## src/sv/hsvd_div.sv

```systemverilog
`timescale 1ns / 1ps

// Pipelined restoring divider, one quotient bit per stage.
// Requires num[NW-1:QW] < den (quotient fits in QW bits).
module hsvd_div #(
	parameter int NW  = 25,
	parameter int DW  = 13,
	parameter int QW  = 13,
	parameter int SBW = 1
) (
	input  logic           clk,
	input  logic [QW-1:0]  en,
	input  logic [NW-1:0]  num,
	input  logic [DW-1:0]  den,
	input  logic [SBW-1:0] sb_in,
	output logic [QW-1:0]  quo,
	output logic [SBW-1:0] sb_out
);

	logic [DW-1:0]  rem_s [QW];
	logic [QW-1:0]  low_s [QW];
	logic [QW-1:0]  quo_s [QW];
	logic [DW-1:0]  den_s [QW];
	logic [SBW-1:0] sb_s  [QW];

	for (genvar k = 0; k < QW; k++) begin : g_step
		logic [DW-1:0]  rem_p;
		logic [DW-1:0]  den_p;
		logic [QW-1:0]  low_p;
		logic [QW-1:0]  quo_p;
		logic [SBW-1:0] sb_p;
		logic [DW:0]    trial;
		logic [DW:0]    diff;
		logic           ge;

		if (k == 0) begin : g_first
			assign rem_p = DW'(num[NW-1:QW]);
			assign low_p = num[QW-1:0];
			assign quo_p = '0;
			assign den_p = den;
			assign sb_p  = sb_in;
		end else begin : g_next
			assign rem_p = rem_s[k-1];
			assign low_p = low_s[k-1];
			assign quo_p = quo_s[k-1];
			assign den_p = den_s[k-1];
			assign sb_p  = sb_s[k-1];
		end

		assign trial = {rem_p, low_p[QW-1]};
		assign diff  = trial - {1'b0, den_p};
		assign ge    = (trial >= {1'b0, den_p});

		always_ff @(posedge clk) begin
			if (en[k]) begin
				rem_s[k] <= ge ? diff[DW-1:0] : trial[DW-1:0];
				low_s[k] <= {low_p[QW-2:0], 1'b0};
				quo_s[k] <= {quo_p[QW-2:0], ge};
				den_s[k] <= den_p;
				sb_s[k]  <= sb_p;
			end
		end
	end

	assign quo    = quo_s[QW-1];
	assign sb_out = sb_s[QW-1];

endmodule

```

## config.mk

```make
export PLATFORM = sky130hd
export DESIGN_NAME = hsvd_div
export DESIGN_NICKNAME = d
export VERILOG_FILES = /design/src/sv/hsvd_div.sv
export SDC_FILE = /design/constraint.sdc
export NUM_CORES = 1
export LEC_CHECK = 0
export ABC_AREA = 1
export BUFFER_PORTS_ARGS = -buffer_cell sky130_fd_sc_hd__buf_2
export CORE_MARGIN = 3
export CORE_UTILIZATION = 43
export CTS_CLUSTER_SIZE = 12
export DETAILED_ROUTE_END_ITERATION = 7
export SKIP_CTS_REPAIR_TIMING = 1
export SLEW_MARGIN = 20
export SYNTH_ARGS = -nofsm -noshare
export SYNTH_HDL_FRONTEND = slang
export SYNTH_SLANG_ARGS = --single-unit
```

## constraint.sdc

```tcl
create_clock -name clk -period 2.1 [get_ports clk]
set_input_delay 0.42 -clock clk [delete_from_list [all_inputs] [get_ports clk]]
set_output_delay 0.42 -clock clk [all_outputs]
set_load 0.02 [all_outputs]
```

==> qor.yml <==
place_area_mm2: 0.0317
track_usage_pct: 17.9
drc: 0
stdcell_area_mm2: 0.0352
combPwrFrac_pct: 46.9
arrival_ps: 2490
core_area_mm2: 0.0662
die_h_um: 266
finClkSkew_ps: 21.8
root_buffer: "clkbuf_16"
max_stage_delay_ps: 380
synth_area_mm2: 0.0290
p_per_area_mw_per_mm2: 1300
reg2reg_to: "rem_s[0][15]"
intPower_mw: 28.1
grt_overflow_total: 0
clock_latency_ps: 620
sequentialPowerShare_pct: 32.8
clkSlewWorstSetupHoldPaths_ps: 60
hp-class: "input port to register"
path_depth: 13
fillerInstances: 5931
cellLeakagePower_nw: 16.9
hold_ws_ps: 24.0
cts_buffer_depth: 3
r2r_start: "low_s[0][11]"
path_buf_inv: 3
postRouteAntennaNets: 0
routed_wl_um: 65800
crit_path_start_kind: "register"
r2r_cells: 13
yosysWarnings: 0
synth.distinct_cells: 35
min_from: "den[9]"
grt_pass1_wl_um: 101000
vias_per_cell: 4.77
clock-sinks: 494
first_pass_iters: 6
start_util_pct: 43.8
peakVddDrop_mv: 0.699
synthTopCellsByCount: "915 x nand2_1, 687 x inv_1, 494 x edfxtp_1"
startpoint: "low_s[0][11]"
io_buffers: 66
dp_hpwl_um: 49700
antenna_found_initial: 1
io_pins: 67
wire_per_inst_um: 15.1
p_total_mw: 45.9
ys.flop_type: "edfxtp_1"
layout-drive-gt1-share_pct: 22.7
violations: "negative setup slack"
slew_headroom_pct: 62.8
rows: 94
synth_edf_count: 494
nNetsFinal: 3699
htree_levels: 2
swShare_pct: 38.9
async_reset_ff_share_pct: 0
crit_path_top_delay_cell: "fa_2"
syn_inst: 3130
p_sw_mw: 17.8
outcome: "finished with violations"
final_hold_viol_count: 0
gp_congestion: 0.921
ys_ff_latch: 494
num_vias: 20811
setup_violations: 19
timing.final.crit_period_ps: 2130
cts_tree: "yes"
fmax_ghz: 0.469
grt_pass1_vias: 19348
drv_slew: 0
endpoint: "rem_s[0][15]"
worstSetupPathType: "register to register"
cp-end-kind: "register"
clkPwrFrac_pct: 20.3
dieArea_mm2: 0.0706
cp.required_ps: 2460
critPathMaxFanout: 7
cp_top_family: "simple AND/OR/NAND/NOR gates"
cpMostUsedCell: "nand2_2"
die_w_um: 266
synthToLayoutAreaGrowth_pct: 21.6
drt_iter0_markers: 1418
max-cap-violations: 0
cts_made_buffers: 55
worst_pin_slew_ps: 558
ys_top_cells_by_area: "edfxtp_1 51%, nand2_1 12%, inv_1 8.9%"
rsz0062_at_grt: "yes"
yosysSeqAreaShare_pct: 51.2
synth_nets: 3364
grt_max_degree: 41
synth_top_area_share_pct: 51.2
yosysMostFrequentCell: "nand2_1"
crit_path_cell_trace: "inv_2 > ha_4 > inv_4 > fa_2 > nand2_2 > nand2_2 > nand3_2 > nand2_2 > nand2_2 > nand3_4 > buf_12 > nand2_4 > o21ai_2"
n_antenna_cell: 0
finalWorstSetupSlack_ps: -31.0
yosysTopAreaCell: "edfxtp_1"
finalCritPeriodShare_pct: 101
post_synth.cell_area_avg_um2: 9.26
ff2ff_setup_slack_ps: -30
logic make-up (layout without fill, tap and decap cells):
family | Yosys count | after routing | synth area share, %
adder cells (fa/ha/maj) | 181 | 181 | 8.12
flip-flops | 494 | 494 | 51.2
XOR/XNOR | 65 | 65 | 1.96
buffers and inverters | 735 | 1105 | 10.3
AND/OR/NAND/NOR | 1493 | 1496 | 24.6
AO/OA/AOI/OAI | 162 | 162 | 3.85
worst reg2reg max path, stage by stage (launching register included):
cell and delay (ps):
edfxtp_1 370, inv_2 100, ha_4 140, inv_4 40
fa_2 380, nand2_2 90, nand2_2 70, nand3_2 70
nand2_2 60, nand2_2 90, nand3_4 150, buf_12 200
nand2_4 50, o21ai_2 60
flip-flops by register name, indices dropped and copies added, names as in the netlist:
signal and flops:
quo_s 91, low_s 78, rem_s 156, sb_s 13, den_s 156
power by group through the flow:
stage	logic, mW	clock network, mW	registers [mW]
2_1_floorplan	14.0	0	14.5
3_3_place_gp	18.3	0	15.2
3_5_place_dp	18.5	0	15.2
4_1_cts	18.6	9.65	15.0
5_1_grt	24.2	10.0	15.2
6_report	21.5	9.34	15.0
worst min path at each step:
stage                         endpoint  slack (ps)  depth (start not counted)
final                      den_s[0][9]          20                          1
after global routing       den_s[0][9]           2                          1
after floorplan           low_s[0][13]         400                          0
after CTS                  low_s[0][4]         -60                          1
after detailed placement  low_s[0][23]         400                          0
after global placement    low_s[0][19]         400                          0
cell usage in the layout, fill, tap and decap left out, drive strengths merged:
master	synthesis	layout
a21oi	67	67
nand3	214	217
o21ai	94	94
xor2	64	64
fa	12	12
and2	8	8
buf	35	279
nand4	134	134
xnor2	1	1
nor3	5	5
ha	169	169
bufinv	0	5
clkinvlp	0	5
clkbuf	0	77
clkinv	0	20
inv	700	702
o211ai	1	1
nor2	150	150
nand2	980	980
nor4	2	2
dlygate4sd3	0	17
edfxtp	494	494
per-layer routing:
layer | GRT usage, % | vias to the layer above | wire length (um)
met2 | 30.2 | 395 | 31800
met4 | 4.96 | 0 | 1460
met3 | 2.37 | 91 | 2710
li1 | - | 10801 | -
met5 | 0 | - | 0
met1 | 24.3 | 9524 | 29800
cell type report:
cell class	instances	area [um2]	share of cell area (%)
Clock inverter	32	329	0.934
Inverter	700	2640	7.48
Tap cell	864	1080	3.07
Timing Repair Buffer	310	2750	7.79
Multi-Input combinational cell	1904	12200	34.6
Sequential cell	494	14800	42.1
Clock buffer	63	1410	3.99
metrics by stage:
| stage | setup slack, ps | setup TNS (ps) | util (%) | cells |
|---|---|---|---|---|
| floorplan | 24.3 | 0 | - | 3130 |
| global placement | -39.2 | -255 | 47.9 | 4215 |
| global route | -124 | -6720 | 53.2 | 4367 |
| detailed placement | -51.8 | -742 | 47.9 | 4215 |
| finish | -31.0 | -234 | 53.2 | 4367 |
| CTS | -54.8 | -1220 | 50.5 | 4310 |
Power figures use the tool's default switching activity.
